==> src/rtl/core/kl_pkg.sv <==
// Shared types, token codes and the reserved-word table for the keyword lexer.
// Used by kl_ctrl, kl_dp and keyword_lexer_core; depends on nothing else.

package kl_pkg;

  localparam int unsigned MAX_LEXEME_DEF = 32;
  localparam int unsigned KW_COUNT       = 24;
  localparam int unsigned KW_MAX_LEN     = 9;

  // Token codes
  localparam logic [5:0] TK_BEGIN     = 6'd0;
  localparam logic [5:0] TK_END       = 6'd1;
  localparam logic [5:0] TK_READ      = 6'd2;
  localparam logic [5:0] TK_WRITE     = 6'd3;
  localparam logic [5:0] TK_ID        = 6'd4;
  localparam logic [5:0] TK_INTLIT    = 6'd5;
  localparam logic [5:0] TK_LPAREN    = 6'd6;
  localparam logic [5:0] TK_RPAREN    = 6'd7;
  localparam logic [5:0] TK_SEMI      = 6'd8;
  localparam logic [5:0] TK_COMMA     = 6'd9;
  localparam logic [5:0] TK_ASSIGN    = 6'd10;
  localparam logic [5:0] TK_PLUS      = 6'd11;
  localparam logic [5:0] TK_MINUS     = 6'd12;
  localparam logic [5:0] TK_OR        = 6'd13;
  localparam logic [5:0] TK_AND       = 6'd14;
  localparam logic [5:0] TK_EQU       = 6'd15;
  localparam logic [5:0] TK_IF        = 6'd16;
  localparam logic [5:0] TK_ELSE      = 6'd17;
  localparam logic [5:0] TK_RETURN    = 6'd18;
  localparam logic [5:0] TK_FUNCTION  = 6'd19;
  localparam logic [5:0] TK_COLON     = 6'd20;
  localparam logic [5:0] TK_RANGE     = 6'd21;
  localparam logic [5:0] TK_RANDG     = 6'd22;
  localparam logic [5:0] TK_RANDL     = 6'd23;
  localparam logic [5:0] TK_ROUTE     = 6'd24;
  localparam logic [5:0] TK_EXISTS    = 6'd25;
  localparam logic [5:0] TK_TAKER     = 6'd26;
  localparam logic [5:0] TK_WAIT      = 6'd27;
  localparam logic [5:0] TK_MSG       = 6'd28;
  localparam logic [5:0] TK_CASE      = 6'd29;
  localparam logic [5:0] TK_SWITCH    = 6'd30;
  localparam logic [5:0] TK_BREAK     = 6'd31;
  localparam logic [5:0] TK_ADDR      = 6'd32;
  localparam logic [5:0] TK_GETROUTE  = 6'd33;
  localparam logic [5:0] TK_GETLEADER = 6'd34;
  localparam logic [5:0] TK_GETOBJECT = 6'd35;
  localparam logic [5:0] TK_INT       = 6'd37;
  localparam logic [5:0] TK_FOR       = 6'd38;
  localparam logic [5:0] TK_EOF       = 6'd40;
  localparam logic [5:0] TK_ERROR     = 6'd41;

  localparam logic [30:0] LIT_MAX  = 31'h7FFF_FFFF;
  localparam logic [23:0] LINE_MAX = 24'hFF_FFFF;

  // Source bytes with a meaning of their own
  localparam logic [7:0] CH_TAB    = 8'h09;
  localparam logic [7:0] CH_LF     = 8'h0A;
  localparam logic [7:0] CH_VT     = 8'h0B;
  localparam logic [7:0] CH_FF     = 8'h0C;
  localparam logic [7:0] CH_CR     = 8'h0D;
  localparam logic [7:0] CH_SPACE  = 8'h20;
  localparam logic [7:0] CH_HASH   = "#";
  localparam logic [7:0] CH_SLASH  = "/";
  localparam logic [7:0] CH_EQUAL  = "=";
  localparam logic [7:0] CH_UNDER  = "_";
  localparam logic [7:0] CH_LPAREN = "(";
  localparam logic [7:0] CH_RPAREN = ")";
  localparam logic [7:0] CH_SEMI   = ";";
  localparam logic [7:0] CH_COMMA  = ",";
  localparam logic [7:0] CH_AT     = "@";
  localparam logic [7:0] CH_PLUS   = "+";
  localparam logic [7:0] CH_MINUS  = "-";
  localparam logic [7:0] CH_BAR    = "|";
  localparam logic [7:0] CH_AMP    = "&";
  localparam logic [7:0] CH_LBRACE = "{";
  localparam logic [7:0] CH_RBRACE = "}";
  localparam logic [7:0] CH_COLON  = ":";

  typedef struct packed {
    logic [7:0] in_byte;
    logic       end_of_input;
  } in_item_t;

  typedef struct packed {
    logic [5:0]  token_kind;
    logic [7:0]  lexeme_char;
    logic [5:0]  lexeme_length;
    logic [30:0] literal_value;
    logic [23:0] line_number;
    logic        last;
  } out_item_t;

  typedef enum logic [2:0] {
    MODE_IDLE,
    MODE_WORD,
    MODE_FUNC,
    MODE_DIGITS,
    MODE_COMMENT,
    MODE_SLASH,
    MODE_EQUAL
  } mode_e;

  typedef enum logic [3:0] {
    S_IDLE,
    S_DISPATCH,
    S_FLUSH,
    S_FLUSH_PUT,
    S_MATCH_RD,
    S_MATCH_CMP,
    S_MATCH_END,
    S_TEXT_RD,
    S_TEXT_PUT,
    S_EQU_PUT,
    S_AFTER,
    S_SCAN,
    S_EOF_PUT
  } state_e;

  typedef enum logic [2:0] {
    OSEL_SCAN,
    OSEL_FLUSH,
    OSEL_TEXT,
    OSEL_EQU,
    OSEL_EOF
  } out_sel_e;

  typedef struct packed {
    logic     load_in;
    logic     absorb;
    logic     scan;
    logic     mode_idle;
    logic     set_ended;
    logic     idx_clr;
    logic     idx_inc;
    logic     mask_init;
    logic     mask_step;
    logic     out_load;
    out_sel_e out_sel;
  } cmd_t;

  typedef struct packed {
    logic  ended;
    logic  eof;
    logic  absorb_ok;
    logic  equ_pair;
    mode_e mode;
    logic  kw_possible;
    logic  kw_hit;
    logic  idx_last;
    logic  scan_emits;
    logic  out_free;
  } status_t;

  typedef struct packed {
    logic [71:0] text;   // left aligned, zero padded
    logic [3:0]  len;
    logic [5:0]  kind;
  } kw_entry_t;

  function automatic kw_entry_t kw_entry(input logic [4:0] idx);
    kw_entry_t e;
    e = '0;
    unique case (idx)
      5'd0:  e = '{text: {"BEGIN", 32'h0},    len: 4'd5, kind: TK_BEGIN};
      5'd1:  e = '{text: {"END", 48'h0},      len: 4'd3, kind: TK_END};
      5'd2:  e = '{text: {"READ", 40'h0},     len: 4'd4, kind: TK_READ};
      5'd3:  e = '{text: {"FUNCTION", 8'h0},  len: 4'd8, kind: TK_FUNCTION};
      5'd4:  e = '{text: {"IF", 56'h0},       len: 4'd2, kind: TK_IF};
      5'd5:  e = '{text: {"ELSE", 40'h0},     len: 4'd4, kind: TK_ELSE};
      5'd6:  e = '{text: {"SWITCH", 24'h0},   len: 4'd6, kind: TK_SWITCH};
      5'd7:  e = '{text: {"CASE", 40'h0},     len: 4'd4, kind: TK_CASE};
      5'd8:  e = '{text: {"BREAK", 32'h0},    len: 4'd5, kind: TK_BREAK};
      5'd9:  e = '{text: {"RETURN", 24'h0},   len: 4'd6, kind: TK_RETURN};
      5'd10: e = '{text: {"RANGE", 32'h0},    len: 4'd5, kind: TK_RANGE};
      5'd11: e = '{text: {"RANDG", 32'h0},    len: 4'd5, kind: TK_RANDG};
      5'd12: e = '{text: {"RANDL", 32'h0},    len: 4'd5, kind: TK_RANDL};
      5'd13: e = '{text: {"EXISTS", 24'h0},   len: 4'd6, kind: TK_EXISTS};
      5'd14: e = '{text: {"ROUTE", 32'h0},    len: 4'd5, kind: TK_ROUTE};
      5'd15: e = '{text: {"TAKER", 32'h0},    len: 4'd5, kind: TK_TAKER};
      5'd16: e = '{text: {"WAIT", 40'h0},     len: 4'd4, kind: TK_WAIT};
      5'd17: e = '{text: {"MSG", 48'h0},      len: 4'd3, kind: TK_MSG};
      5'd18: e = '{text: {"INT", 48'h0},      len: 4'd3, kind: TK_INT};
      5'd19: e = '{text: {"GETROUTE", 8'h0},  len: 4'd8, kind: TK_GETROUTE};
      5'd20: e = '{text: "GETOBJECT",         len: 4'd9, kind: TK_GETOBJECT};
      5'd21: e = '{text: "GETLEADER",         len: 4'd9, kind: TK_GETLEADER};
      5'd22: e = '{text: {"FOR", 48'h0},      len: 4'd3, kind: TK_FOR};
      5'd23: e = '{text: {"WRITE", 32'h0},    len: 4'd5, kind: TK_WRITE};
      default: e = '0;
    endcase
    return e;
  endfunction

  function automatic logic is_alpha(input logic [7:0] b);
    return ((b >= "A") && (b <= "Z")) || ((b >= "a") && (b <= "z"));
  endfunction

  function automatic logic is_digit(input logic [7:0] b);
    return (b >= "0") && (b <= "9");
  endfunction

  function automatic logic [7:0] to_upper(input logic [7:0] b);
    return ((b >= "a") && (b <= "z")) ? (b - 8'd32) : b;
  endfunction

endpackage

==> src/rtl/core/kl_ram.sv <==
// Generic single-write, single-read RAM with a registered read port.
// Stands alone; no package needed.

module kl_ram #(
  parameter int unsigned WIDTH = 8,
  parameter int unsigned DEPTH = 32
) (
  input  logic                     clk_i,
  input  logic                     we_i,
  input  logic [$clog2(DEPTH)-1:0] waddr_i,
  input  logic [WIDTH-1:0]         wdata_i,
  input  logic [$clog2(DEPTH)-1:0] raddr_i,
  output logic [WIDTH-1:0]         rdata_o
);

  logic [WIDTH-1:0] mem_q [DEPTH];
  logic [WIDTH-1:0] rdata_q;

  always_ff @(posedge clk_i) begin
    if (we_i) begin
      mem_q[waddr_i] <= wdata_i;
    end
    rdata_q <= mem_q[raddr_i];
  end

  assign rdata_o = rdata_q;

endmodule

==> src/rtl/core/kl_ctrl.sv <==
// Sequencer of the keyword lexer: walks each item through dispatch, flush,
// keyword match, text replay and scan. Uses kl_pkg.

module kl_ctrl (
  input  logic            clk_i,
  input  logic            rst_ni,
  input  logic            in_valid_i,
  output logic            in_stall_o,
  input  kl_pkg::status_t status_i,
  output kl_pkg::cmd_t    cmd_o
);
  import kl_pkg::*;

  state_e state_q, state_d;

  always_ff @(posedge clk_i or negedge rst_ni) begin
    if (!rst_ni) begin
      state_q <= S_IDLE;
    end else begin
      state_q <= state_d;
    end
  end

  always_comb begin
    state_d    = state_q;
    cmd_o      = '0;
    in_stall_o = 1'b1;
    unique case (state_q)
      S_IDLE: begin
        in_stall_o = 1'b0;
        if (in_valid_i) begin
          cmd_o.load_in = 1'b1;
          state_d       = S_DISPATCH;
        end
      end
      S_DISPATCH: begin
        if (status_i.ended) begin
          state_d = S_EOF_PUT;
        end else if (status_i.eof) begin
          state_d = S_FLUSH;
        end else if (status_i.absorb_ok) begin
          cmd_o.absorb = 1'b1;
          state_d      = S_IDLE;
        end else if (status_i.equ_pair) begin
          state_d = S_EQU_PUT;
        end else if (status_i.mode == MODE_IDLE) begin
          state_d = S_SCAN;
        end else begin
          state_d = S_FLUSH;
        end
      end
      S_FLUSH: begin
        unique case (status_i.mode)
          MODE_WORD: begin
            cmd_o.idx_clr = 1'b1;
            if (status_i.kw_possible) begin
              cmd_o.mask_init = 1'b1;
              state_d         = S_MATCH_RD;
            end else begin
              state_d = S_TEXT_RD;
            end
          end
          MODE_FUNC: begin
            cmd_o.idx_clr = 1'b1;
            state_d       = S_TEXT_RD;
          end
          MODE_DIGITS, MODE_SLASH, MODE_EQUAL: begin
            state_d = S_FLUSH_PUT;
          end
          default: begin
            // nothing pending; an open comment just closes
            cmd_o.mode_idle = 1'b1;
            state_d         = S_AFTER;
          end
        endcase
      end
      S_FLUSH_PUT: begin
        if (status_i.out_free) begin
          cmd_o.out_load  = 1'b1;
          cmd_o.out_sel   = OSEL_FLUSH;
          cmd_o.mode_idle = 1'b1;
          state_d         = S_AFTER;
        end
      end
      S_MATCH_RD: begin
        state_d = S_MATCH_CMP;
      end
      S_MATCH_CMP: begin
        cmd_o.mask_step = 1'b1;
        if (status_i.idx_last) begin
          state_d = S_MATCH_END;
        end else begin
          cmd_o.idx_inc = 1'b1;
          state_d       = S_MATCH_RD;
        end
      end
      S_MATCH_END: begin
        if (status_i.kw_hit) begin
          state_d = S_FLUSH_PUT;
        end else begin
          cmd_o.idx_clr = 1'b1;
          state_d       = S_TEXT_RD;
        end
      end
      S_TEXT_RD: begin
        state_d = S_TEXT_PUT;
      end
      S_TEXT_PUT: begin
        if (status_i.out_free) begin
          cmd_o.out_load = 1'b1;
          cmd_o.out_sel  = OSEL_TEXT;
          if (status_i.idx_last) begin
            cmd_o.mode_idle = 1'b1;
            state_d         = S_AFTER;
          end else begin
            cmd_o.idx_inc = 1'b1;
            state_d       = S_TEXT_RD;
          end
        end
      end
      S_EQU_PUT: begin
        if (status_i.out_free) begin
          cmd_o.out_load  = 1'b1;
          cmd_o.out_sel   = OSEL_EQU;
          cmd_o.mode_idle = 1'b1;
          state_d         = S_IDLE;
        end
      end
      S_AFTER: begin
        state_d = status_i.eof ? S_EOF_PUT : S_SCAN;
      end
      S_SCAN: begin
        if (!status_i.scan_emits || status_i.out_free) begin
          cmd_o.scan     = 1'b1;
          cmd_o.out_load = status_i.scan_emits;
          cmd_o.out_sel  = OSEL_SCAN;
          state_d        = S_IDLE;
        end
      end
      S_EOF_PUT: begin
        if (status_i.out_free) begin
          cmd_o.out_load  = 1'b1;
          cmd_o.out_sel   = OSEL_EOF;
          cmd_o.set_ended = 1'b1;
          state_d         = S_IDLE;
        end
      end
      default: begin
        state_d = S_IDLE;
      end
    endcase
  end

endmodule

==> src/rtl/core/kl_dp.sv <==
// Datapath of the keyword lexer: item register, scan state, lexeme RAM,
// keyword match mask and the output register. Uses kl_pkg and kl_ram.

module kl_dp #(
  parameter int unsigned MAX_LEXEME = kl_pkg::MAX_LEXEME_DEF
) (
  input  logic              clk_i,
  input  logic              rst_ni,
  input  kl_pkg::in_item_t  in_item_i,
  input  kl_pkg::cmd_t      cmd_i,
  output kl_pkg::status_t   status_o,
  output logic              out_valid_o,
  input  logic              out_stall_i,
  output kl_pkg::out_item_t out_item_o
);
  import kl_pkg::*;

  localparam int unsigned AW = $clog2(MAX_LEXEME);
  localparam int unsigned CW = $clog2(MAX_LEXEME + 1);

  logic [7:0]          byte_q;
  logic                eof_q;
  logic                ended_q, ended_d;
  mode_e               mode_q, mode_d;
  logic [CW-1:0]       count_q, count_d;
  logic                ovf_q, ovf_d;
  logic [30:0]         acc_q, acc_d;
  logic [23:0]         line_q, line_d;
  logic [AW-1:0]       idx_q, idx_d;
  logic [KW_COUNT-1:0] mask_q, mask_d;
  logic                out_valid_q, out_valid_d;
  out_item_t           out_q, out_d;

  logic                we;
  logic [AW-1:0]       waddr;
  logic [7:0]          rdata;

  logic                is_word_start, is_func_start, is_newline, is_blank;
  logic                scan_emits;
  logic [5:0]          scan_kind;
  logic [5:0]          kw_kind;
  logic                idx_last;
  logic                out_free;
  logic [34:0]         acc_next;
  logic [71:0]         kw_shift;
  logic                do_append;
  logic                do_start;
  mode_e               start_mode;
  kw_entry_t           kw_tab [KW_COUNT];

  kl_ram #(
    .WIDTH (8),
    .DEPTH (MAX_LEXEME)
  ) u_lexeme_ram (
    .clk_i   (clk_i),
    .we_i    (we),
    .waddr_i (waddr),
    .wdata_i (byte_q),
    .raddr_i (idx_q),
    .rdata_o (rdata)
  );

  // Reserved-word table as constant logic
  for (genvar g = 0; g < KW_COUNT; g++) begin : g_kw
    assign kw_tab[g] = kw_entry(5'(g));
  end

  // Byte classes and the single-byte token decode
  always_comb begin
    is_newline    = (byte_q == CH_LF) || (byte_q == CH_CR);
    is_blank      = (byte_q == CH_TAB) || (byte_q == CH_VT) ||
                    (byte_q == CH_FF) || (byte_q == CH_SPACE);
    is_word_start = is_alpha(byte_q);
    is_func_start = (byte_q == CH_UNDER);
    unique case (byte_q)
      CH_LPAREN: scan_kind = TK_LPAREN;
      CH_RPAREN: scan_kind = TK_RPAREN;
      CH_SEMI:   scan_kind = TK_SEMI;
      CH_COMMA:  scan_kind = TK_COMMA;
      CH_AT:     scan_kind = TK_ADDR;
      CH_PLUS:   scan_kind = TK_PLUS;
      CH_MINUS:  scan_kind = TK_MINUS;
      CH_BAR:    scan_kind = TK_OR;
      CH_AMP:    scan_kind = TK_AND;
      CH_LBRACE: scan_kind = TK_BEGIN;
      CH_RBRACE: scan_kind = TK_END;
      CH_COLON:  scan_kind = TK_COLON;
      default:   scan_kind = TK_ERROR;
    endcase
    scan_emits = !(is_newline || is_blank || is_word_start || is_func_start ||
                   is_digit(byte_q) || (byte_q == CH_HASH) ||
                   (byte_q == CH_SLASH) || (byte_q == CH_EQUAL));
  end

  // Lowest table index wins; reserved words never collide anyway
  always_comb begin
    kw_kind = TK_ID;
    for (int i = KW_COUNT - 1; i >= 0; i--) begin
      if (mask_q[i]) begin
        kw_kind = kw_tab[i].kind;
      end
    end
  end

  assign idx_last = ((CW'(idx_q) + CW'(1)) == count_q);
  assign out_free = !out_valid_q || !out_stall_i;
  assign acc_next = (35'(acc_q) << 3) + (35'(acc_q) << 1) + 35'(byte_q[3:0]);

  // Scan state update
  always_comb begin
    ended_d    = ended_q || cmd_i.set_ended;
    mode_d     = mode_q;
    count_d    = count_q;
    ovf_d      = ovf_q;
    acc_d      = acc_q;
    line_d     = line_q;
    do_append  = 1'b0;
    do_start   = 1'b0;
    start_mode = MODE_WORD;
    we         = 1'b0;
    waddr      = count_q[AW-1:0];

    if (cmd_i.absorb) begin
      case (mode_q)
        MODE_WORD, MODE_FUNC: do_append = 1'b1;
        MODE_DIGITS: begin
          if (count_q < CW'(MAX_LEXEME)) begin
            count_d = count_q + CW'(1);
          end
          acc_d = (acc_next > 35'(LIT_MAX)) ? LIT_MAX : acc_next[30:0];
        end
        MODE_SLASH: mode_d = MODE_COMMENT;
        default: ;
      endcase
    end

    if (cmd_i.scan) begin
      mode_d = MODE_IDLE;
      if (is_newline) begin
        if (line_q != LINE_MAX) begin
          line_d = line_q + 24'd1;
        end
      end else if (is_word_start) begin
        do_start   = 1'b1;
        start_mode = MODE_WORD;
      end else if (is_func_start) begin
        do_start   = 1'b1;
        start_mode = MODE_FUNC;
      end else if (is_digit(byte_q)) begin
        mode_d  = MODE_DIGITS;
        count_d = CW'(1);
        acc_d   = 31'(byte_q[3:0]);
      end else if (byte_q == CH_HASH) begin
        mode_d = MODE_COMMENT;
      end else if (byte_q == CH_SLASH) begin
        mode_d = MODE_SLASH;
      end else if (byte_q == CH_EQUAL) begin
        mode_d = MODE_EQUAL;
      end
    end

    if (do_start) begin
      mode_d  = start_mode;
      count_d = CW'(1);
      ovf_d   = 1'b0;
      we      = 1'b1;
      waddr   = '0;
    end

    if (do_append) begin
      if (count_q < CW'(MAX_LEXEME)) begin
        we      = 1'b1;
        count_d = count_q + CW'(1);
      end else begin
        ovf_d = 1'b1;
      end
    end

    if (cmd_i.mode_idle) begin
      mode_d = MODE_IDLE;
    end
  end

  // Index and keyword candidate mask
  always_comb begin
    idx_d    = idx_q;
    mask_d   = mask_q;
    kw_shift = '0;
    if (cmd_i.idx_clr) begin
      idx_d = '0;
    end else if (cmd_i.idx_inc) begin
      idx_d = idx_q + AW'(1);
    end
    for (int i = 0; i < KW_COUNT; i++) begin
      kw_shift = kw_tab[i].text << {idx_q[3:0], 3'b000};
      if (cmd_i.mask_init) begin
        mask_d[i] = (CW'(kw_tab[i].len) == count_q);
      end else if (cmd_i.mask_step) begin
        mask_d[i] = mask_q[i] && (kw_shift[71:64] == to_upper(rdata));
      end
    end
  end

  // Result build
  always_comb begin
    out_d             = '0;
    out_d.line_number = line_q;
    out_d.last        = 1'b1;
    case (cmd_i.out_sel)
      OSEL_SCAN: begin
        out_d.token_kind  = scan_kind;
        out_d.lexeme_char = (scan_kind == TK_ERROR) ? byte_q : 8'h00;
      end
      OSEL_FLUSH: begin
        case (mode_q)
          MODE_WORD: begin
            out_d.token_kind    = kw_kind;
            out_d.lexeme_length = 6'(count_q);
          end
          MODE_DIGITS: begin
            out_d.token_kind    = TK_INTLIT;
            out_d.lexeme_length = 6'(count_q);
            out_d.literal_value = acc_q;
          end
          MODE_SLASH: out_d.token_kind = TK_PLUS;
          default:    out_d.token_kind = TK_ASSIGN;
        endcase
      end
      OSEL_TEXT: begin
        out_d.token_kind    = (mode_q == MODE_FUNC) ? TK_FUNCTION : TK_ID;
        out_d.lexeme_char   = rdata;
        out_d.lexeme_length = 6'(count_q);
        out_d.last          = idx_last;
      end
      OSEL_EQU: out_d.token_kind = TK_EQU;
      default:  out_d.token_kind = TK_EOF;
    endcase
    out_valid_d = cmd_i.out_load || (out_valid_q && out_stall_i);
  end

  always_ff @(posedge clk_i or negedge rst_ni) begin
    if (!rst_ni) begin
      ended_q     <= 1'b0;
      mode_q      <= MODE_IDLE;
      count_q     <= '0;
      ovf_q       <= 1'b0;
      acc_q       <= '0;
      line_q      <= '0;
      idx_q       <= '0;
      mask_q      <= '0;
      out_valid_q <= 1'b0;
    end else begin
      ended_q     <= ended_d;
      mode_q      <= mode_d;
      count_q     <= count_d;
      ovf_q       <= ovf_d;
      acc_q       <= acc_d;
      line_q      <= line_d;
      idx_q       <= idx_d;
      mask_q      <= mask_d;
      out_valid_q <= out_valid_d;
    end
  end

  always_ff @(posedge clk_i) begin
    if (cmd_i.load_in) begin
      byte_q <= in_item_i.in_byte;
      eof_q  <= in_item_i.end_of_input;
    end
    if (cmd_i.out_load) begin
      out_q <= out_d;
    end
  end

  always_comb begin
    status_o.ended       = ended_q;
    status_o.eof         = eof_q;
    status_o.mode        = mode_q;
    status_o.equ_pair    = (mode_q == MODE_EQUAL) && (byte_q == CH_EQUAL);
    status_o.kw_possible = !ovf_q && (count_q <= CW'(KW_MAX_LEN));
    status_o.kw_hit      = |mask_q;
    status_o.idx_last    = idx_last;
    status_o.scan_emits  = scan_emits;
    status_o.out_free    = out_free;
    case (mode_q)
      MODE_WORD:    status_o.absorb_ok = is_alpha(byte_q) || is_digit(byte_q) ||
                                         (byte_q == CH_UNDER);
      MODE_FUNC:    status_o.absorb_ok = is_alpha(byte_q);
      MODE_DIGITS:  status_o.absorb_ok = is_digit(byte_q);
      MODE_COMMENT: status_o.absorb_ok = (byte_q != CH_LF);
      MODE_SLASH:   status_o.absorb_ok = (byte_q == CH_SLASH);
      default:      status_o.absorb_ok = 1'b0;
    endcase
  end

  assign out_valid_o = out_valid_q;
  assign out_item_o  = out_q;

endmodule

==> src/rtl/core/keyword_lexer_core.sv <==
// Top level of the keyword lexer: byte stream in, token items out.
// Joins kl_ctrl and kl_dp; uses kl_pkg.
//
// Input channel: one source byte per item (in_valid_i / in_stall_o), with
// end_of_input marking the end of the source. Output channel: token items
// (out_valid_o / out_stall_i); identifiers and function words arrive as a
// run of items, one kept byte each, with last set on the final one.
// A byte that extends the current word, literal or comment passes through
// the dispatch state only. A word that ends is checked against the reserved
// words one byte at a time, in a read and a compare state (only for words of
// at most nine bytes), and an identifier is replayed one byte at a time, in a
// read and a put state; both are bound by the one read port of the lexeme RAM.
// Input is taken only while the sequencer is idle, but a finished result may
// still wait in the output register while the next byte is taken.
// A stalled receiver holds the output register; the sequencer waits only
// when it has a further result to load.
// Reset clears the scan mode, counters, line count and end flag at once;
// the lexeme RAM is not cleared and needs no clearing pass.
// After end of input every further item answers with a single end token.

module keyword_lexer_core #(
  parameter int unsigned MAX_LEXEME = kl_pkg::MAX_LEXEME_DEF
) (
  input  logic              clk_i,
  input  logic              rst_ni,
  input  logic              in_valid_i,
  output logic              in_stall_o,
  input  kl_pkg::in_item_t  in_item_i,
  output logic              out_valid_o,
  input  logic              out_stall_i,
  output kl_pkg::out_item_t out_item_o
);
  import kl_pkg::*;

  cmd_t    cmd;
  status_t status;

  // Sequencer: decides what each accepted item does and in which order the
  // results leave.
  kl_ctrl u_ctrl (
    .clk_i      (clk_i),
    .rst_ni     (rst_ni),
    .in_valid_i (in_valid_i),
    .in_stall_o (in_stall_o),
    .status_i   (status),
    .cmd_o      (cmd)
  );

  // Datapath: scan state, lexeme RAM, keyword mask and output register.
  kl_dp #(
    .MAX_LEXEME (MAX_LEXEME)
  ) u_dp (
    .clk_i       (clk_i),
    .rst_ni      (rst_ni),
    .in_item_i   (in_item_i),
    .cmd_i       (cmd),
    .status_o    (status),
    .out_valid_o (out_valid_o),
    .out_stall_i (out_stall_i),
    .out_item_o  (out_item_o)
  );

  // An accepted item always keeps the sequencer busy for the next cycle.
  assert property (@(posedge clk_i) disable iff (!rst_ni)
    (in_valid_i && !in_stall_o) |=> in_stall_o)
    else $error("input taken on two consecutive cycles");

  // Only identifier and function runs span more than one result.
  assert property (@(posedge clk_i) disable iff (!rst_ni)
    (out_valid_o && !out_item_o.last) |->
      (out_item_o.token_kind == TK_ID || out_item_o.token_kind == TK_FUNCTION))
    else $error("multi-item run with a kind other than identifier or function");

  // Lengths never pass the lexeme limit.
  assert property (@(posedge clk_i) disable iff (!rst_ni)
    out_valid_o |-> (out_item_o.lexeme_length <= 6'(MAX_LEXEME)))
    else $error("lexeme length beyond limit");

endmodule
==> config.mk <==
export PLATFORM = sky130hd
export DESIGN_NAME = keyword_lexer_core
export DESIGN_NICKNAME = d
export VERILOG_FILES = /design/src/rtl/core/kl_pkg.sv /design/src/rtl/core/kl_ram.sv /design/src/rtl/core/kl_ctrl.sv /design/src/rtl/core/kl_dp.sv /design/src/rtl/core/keyword_lexer_core.sv
export SDC_FILE = /design/constraint.sdc
export NUM_CORES = 1
export LEC_CHECK = 0
export BUFFER_PORTS_ARGS = -buffer_cell sky130_fd_sc_hd__buf_4
export CELL_PAD_IN_SITES_DETAIL_PLACEMENT = 1
export CELL_PAD_IN_SITES_GLOBAL_PLACEMENT = 1
export CORE_MARGIN = 3
export CORE_UTILIZATION = 35
export DETAILED_ROUTE_END_ITERATION = 12
export GPL_ROUTABILITY_DRIVEN = 0
export PLACE_DENSITY_LB_ADDON = 0.1
export SETUP_SLACK_MARGIN = 0.4
export SLEW_MARGIN = 20
export SYNTH_ARGS = -nofsm -noshare
export SYNTH_HDL_FRONTEND = slang
export SYNTH_SLANG_ARGS = --single-unit
==> constraint.sdc <==
create_clock -name clk_i -period 6.6 [get_ports clk_i]
set_clock_uncertainty 0.15 [all_clocks]
set_input_delay 0.33 -clock clk_i [delete_from_list [all_inputs] [get_ports clk_i]]
set_output_delay 0.33 -clock clk_i [all_outputs]
set_load 0.005 [all_outputs]
# == Yosys cells after proc, flatten, opt, wreduce, memory -nomap -nowiden ==
# Memory sizes are Yosys's and may differ from the RTL's. A register that Yosys moved wholly into a read port is not among the register bits.
# Cells that the tools add are included.
# word_totals
ff_bits,185
ramBits,256
inputBits,13
output_inout_bits,78
wordCells,396
memories,1
# memory_table
name,words,width,rd,rd_ports_with_merged_regs,wr,line_no,source
u_dp.u_lexeme_ram.mem_q,32,8,1,1,1,kl_ram.sv:16,logic [WIDTH-1:0] mem_q [DEPTH];
# classes
n_addsub,7
magnitude_cmp,11
eq_ne,83
shift,24
muxes,181
n_reduce_logical,71
# ops
operator,n
"71-bit by 7-bit left shift with 72-bit output, first input constant",24
31-bit two-way mux,8
6-bit two-way mux,35
8-bit == test,24
"8-bit by 6-bit == test with 1-bit output, second input constant",12
1-bit two-way mux,83
6-bit case mux with 12 select lines,1
4-bit two-way mux,16
3-bit two-way mux,18
4-bit case mux with 12 select lines,1
"8-bit by 4-bit == test with 1-bit output, second input constant",5
"8-bit by 7-bit == test with 1-bit output, second input constant",5
34-bit by 32-bit adder with 35-bit output,1
35-bit by 4-bit adder with 35-bit output,1
"35-bit by 31-bit greater-than comparator with 1-bit output, second input constant",1
1-bit logical AND,31
"24-bit by 1-bit adder with 24-bit output, second input constant",1
"8-bit by 7-bit >= comparator with 1-bit output, second input constant",3
"8-bit by 7-bit less-or-equal comparator with 1-bit output, second input constant",3
"24-bit inequality test, second input constant",1
6-bit case mux with 4 select lines,1
24-bit OR reduction,1
"4-bit == test, second input constant",5
5-bit two-way mux,4
44 further kinds,92

# == Logic depth before layout (Yosys ltp) ==
# logic_depth
ltp_word,26
mapped_depth,15
depth_no_buf,12

# == Modules after synthesis ==
# A second synthesis with hierarchy kept.
# hier_totals
cells_unflattened,1909
hier_area_um2,23488.8
# by_module_without_submodules
module,instances,cells_per_inst,area_per_inst_um2,seq_area_each_um2
kl_dp,1,1396,12821.0,4954.8
kl_ram,1,417,10053.4,7847.5
kl_ctrl,1,96,614.3,100.1

# == Worst setup path after synthesis ==
# Ideal clock, no wire load.
# synth_path
kind,register -> register
from,register u_dp.byte_q[2]
to,"register u_dp.out_q, in the netlist u_dp.out_item_o[0], enable pin"
setup_time_ps,511
arrival_ps,5471
t_required_ps,5939
setup_slack_ps,467
stages_incl_launch_ff,9
path_buffers,1
synth_period_minus_slack_ps,6133
path_cell_list,edfxtp_1 -> buf_2 -> or4_4 -> o221ai_2 -> and4_1 -> o21ai_0 -> a21oi_1 -> o21ai_0 -> nor2_1
# synth_rtl
element,line_no,source
start: declaration,kl_dp.sv:21,logic [7:0] byte_q;
start signal: assignment,kl_dp.sv:267,byte_q <= in_item_i.in_byte;
end signal: assignment,kl_dp.sv:271,out_q <= out_d;
end: declaration,kl_dp.sv:32,"out_item_t out_q, out_d;"

# == Worst setup path after layout ==
# layout_path
from,register u_dp.byte_q[0]
to,"memory u_dp.u_lexeme_ram.mem_q[17][0], enable pin"
# layout_via
elab_chain_cells,20
elab_cells_between_ends,53
cone_classes,order compare (6); eq/ne (11); mux (18); reduce/logical (18)
# layout_rtl
element,line_no
"parallel branches: the longest is 20 deep, another holds 8-bit by 7-bit >= comparator with 1-bit output",--
end: declaration,kl_ram.sv:16
# Parallel ways; which one is timed is not known.

==> out/results.ini <==
[grt]
grt-ovfl-total = 0
grt_pass1_wl_um = 106000
grt_pass1_vias = 16500
antenna_found_initial = 1
grtUsageTotal_pct = 19.8
grt_start_max_net_pins = 77

[die]
row_count = 93
die_area_um2 = 69500
fp.dieW_um = 264
start_util_pct = 35.7
ioPinCount = 91
die_h_um = 264
core_um2 = 65000

[worst_setup_path]
path_max_fanout = 29
start_kind = flop
arrival_ns = 5.02
cp-end-kind = flop
critical_path_required_ns = 6.65
worstSetupPathType = reg -> reg

[clock_network]
cts_sinks = 449
clk-insertion-delay-late_ns = 0.59
ctsResizeCount = 0
root_buffer = clkbuf_16
cts_tree = done
path_clk_slew_ns = 0.06
htree_levels = 2
cts.path.max_buffers = 3
numCtsBuffers = 51

[route]
viasPerCell = 5.57
first_pass_iters = 5
drtAntennaViolNets = 0
routedWlPerCell_um = 24.5
wl_um = 69700
drt_iter0_markers = 938
remaining_drc_errors = 0
vias = 15800

[worst_hold_path]
min-delay-path-class = in -> reg

[synth]
synthAdderAreaFrac_pct = 4.32
async_reset_ff_share_pct = 22.3
synth-edff-count = 341
synthMuxAreaShare_pct = 8.83
syn_avg_cell_area_um2 = 12.4
dominantRegCellSynth = edfxtp_1
synth_compound_area_share_pct = 11.6
synth_top_family_by_area = simple AND/OR/NAND/NOR gates
syn-num-nets = 1972
syn_inst = 1880
syn_area_um2 = 23200
synth-seq-area-share_pct = 55.5
synth_xor_area_share_pct = 4.26
synth_cell_types = 90
yosys_register_bits = 449
synth-simple-area-share_pct = 12.5
yosysWarnings = 0

[power_and_ir_drop]
pwr_density_cell_nw_per_um2 = 219
finalPower_mw = 5.79
p_switching_mw = 1.18
seqPwrFrac_pct = 51.9
share_comb_of_total_power_pct = 0.5
p_int_mw = 4.62
swShare_pct = 20.3
irDropWorstVdd_v = 0.000219
clkPwrFrac_pct = 47.6
leakage_nw = 9.47

[final_layout]
fin_nets = 2042
layout_commonest_cell = edfxtp_1
fillers = 6748
layout-drive-gt1-share_pct = 16.7
syn2layout_area_growth_pct = 14.0
utilization_pct = 40.7
layout_common_cells = 341 x edfxtp_1, 135 x nor2_1, 119 x nand2_1

[sta]
relSlewSlack_pct = 24.4
period_needed_ns = 4.98
period_share_pct = 75.4
final-setup-viol-count = 0
worst_pin_slew_ns = 1.13
report.final.hold_viol_count = 0
slew_violations = 0
rsz0062_at_grt = false
max_freq_ghz = 0.201
setup_tns_ns = 0
setup_ws_ns = 1.62

[place]
dp_hpwl_um = 48500
dp_slack_ns = 1.60
io_buffer_count = 90

[job]
drv_cap = 0

[outcome]
outcome = completed

==> layout make-up <==
| cell class | instances | area [um^2] | area share, % |
|---|---|---|---|
| diodes | 1 | 2.50 | 0.00944 |
| inverters | 55 | 206 | 0.779 |
| flip-flops and latches | 449 | 12900 | 48.7 |
| well taps | 855 | 1070 | 4.04 |
| multi-input cells | 1262 | 9660 | 36.4 |
| clock inverters | 31 | 284 | 1.07 |
| repair buffers | 131 | 1030 | 3.89 |
| clock buffers | 62 | 1340 | 5.05 |
==> worst paths after layout <==
check,start,to,slack [ns],cells after the start
setup / recovery,u_dp.byte_q[0],u_dp.u_lexeme_ram.mem_q[17][0],1.62,8
hold / removal,in_valid_i,u_ctrl.state_q[1],0.08,3
setup reg to reg,u_dp.byte_q[0],u_dp.u_lexeme_ram.mem_q[17][0],1.62,8
hold reg to reg,u_dp.line_q[21],u_dp.out_item_o[22],0.34,0
max in group asynchronous,rst_ni,u_dp.idx_q[1],4.74,3
min in group asynchronous,rst_ni,u_dp.mask_q[10],0.13,2
==> per-layer routing <==
layer / global-route usage [%] / share of wire [%]
met5: 0 / 0.019
met4: 5.19 / 2.3
met3: 3.10 / 4.4
met2: 33.7 / 49
met1: 26.4 / 44
==> Yosys cell counts, drive strengths merged, types with 20 or more instances <==
| cell | count | area, um^2 |
|---|---|---|
| a21oi | 113 | 569 |
| a31oi | 20 | 125 |
| and2 | 47 | 294 |
| buf | 43 | 218 |
| clkbuf | 71 | 268 |
| dfrtp | 100 | 2500 |
| edfxtp | 341 | 10200 |
| ha | 77 | 963 |
| inv | 52 | 195 |
| mux4 | 80 | 1800 |
| nand2 | 119 | 447 |
| nand2b | 22 | 138 |
| nand3 | 46 | 230 |
| nand4 | 29 | 188 |
| nor2 | 139 | 537 |
| nor3 | 46 | 255 |
| nor4 | 21 | 159 |
| o21ai | 99 | 495 |
| xnor2 | 62 | 543 |
| xor2 | 51 | 447 |
==> per-stage QoR <==
| stage | std cells | hold WS [ns] | instance area [um^2] |
|---|---|---|---|
| after CTS | 2844 | 0.0447 | 26500 |
| final | 2846 | 0.0765 | 26500 |
| after detailed placement | 2740 | 0.191 | 24700 |
| after global placement | 2740 | 0.185 | 24700 |
| after global routing | 2845 | 0.0729 | 26500 |
| after floorplan | 1880 | -0.116 | 23200 |
==> cells by family after synthesis <==
group / count (synthesis)
flops: 449
buf+inv: 169
simple gates: 560
fa+ha+maj: 79
compound gates: 407
mux: 103
xor+xnor: 113
==> registers in the layout (all words and copies together) (netlist names), 6 cells and up <==
register	cells
u_dp.u_lexeme_ram.mem_q	256
u_dp.out_item_o	76
u_dp.acc_q	31
u_dp.line_q	24
u_dp.mask_q	24
u_dp.byte_q	8
u_dp.u_lexeme_ram.rdata_o	8
u_dp.count_q	6
==> power groups by stage <==
stage / clock network (mW) / registers [mW] / logic (mW)
3_3_place_gp: 0 / 3.07 / 0.0228
3_5_place_dp: 0 / 3.07 / 0.0232
5_1_grt: 2.97 / 3.01 / 0.0308
2_1_floorplan: 0 / 3.07 / 0.0000192
6_report: 2.76 / 3.01 / 0.0274
4_1_cts: 2.84 / 3.01 / 0.0292
==> critical path, stage by stage (launching register included) <==
cell      delay (ns)
edfxtp_1        1.10
or4_4           0.31
o221ai_2        0.15
o22ai_1         0.22
a221oi_2        0.13
or2_2           0.37
nor3_1          0.62
nand3_1         0.68
nor2_1          0.84
==> repair_timing <==
| item | in CTS | in global routing |
|---|---|---|
| endpoints found under the hold margin | 43 | 0 |
| hold buffers | 11 | 0 |
| buffers inserted | 0 | 0 |
No activity file was read; power rests on OpenSTA's default activity.
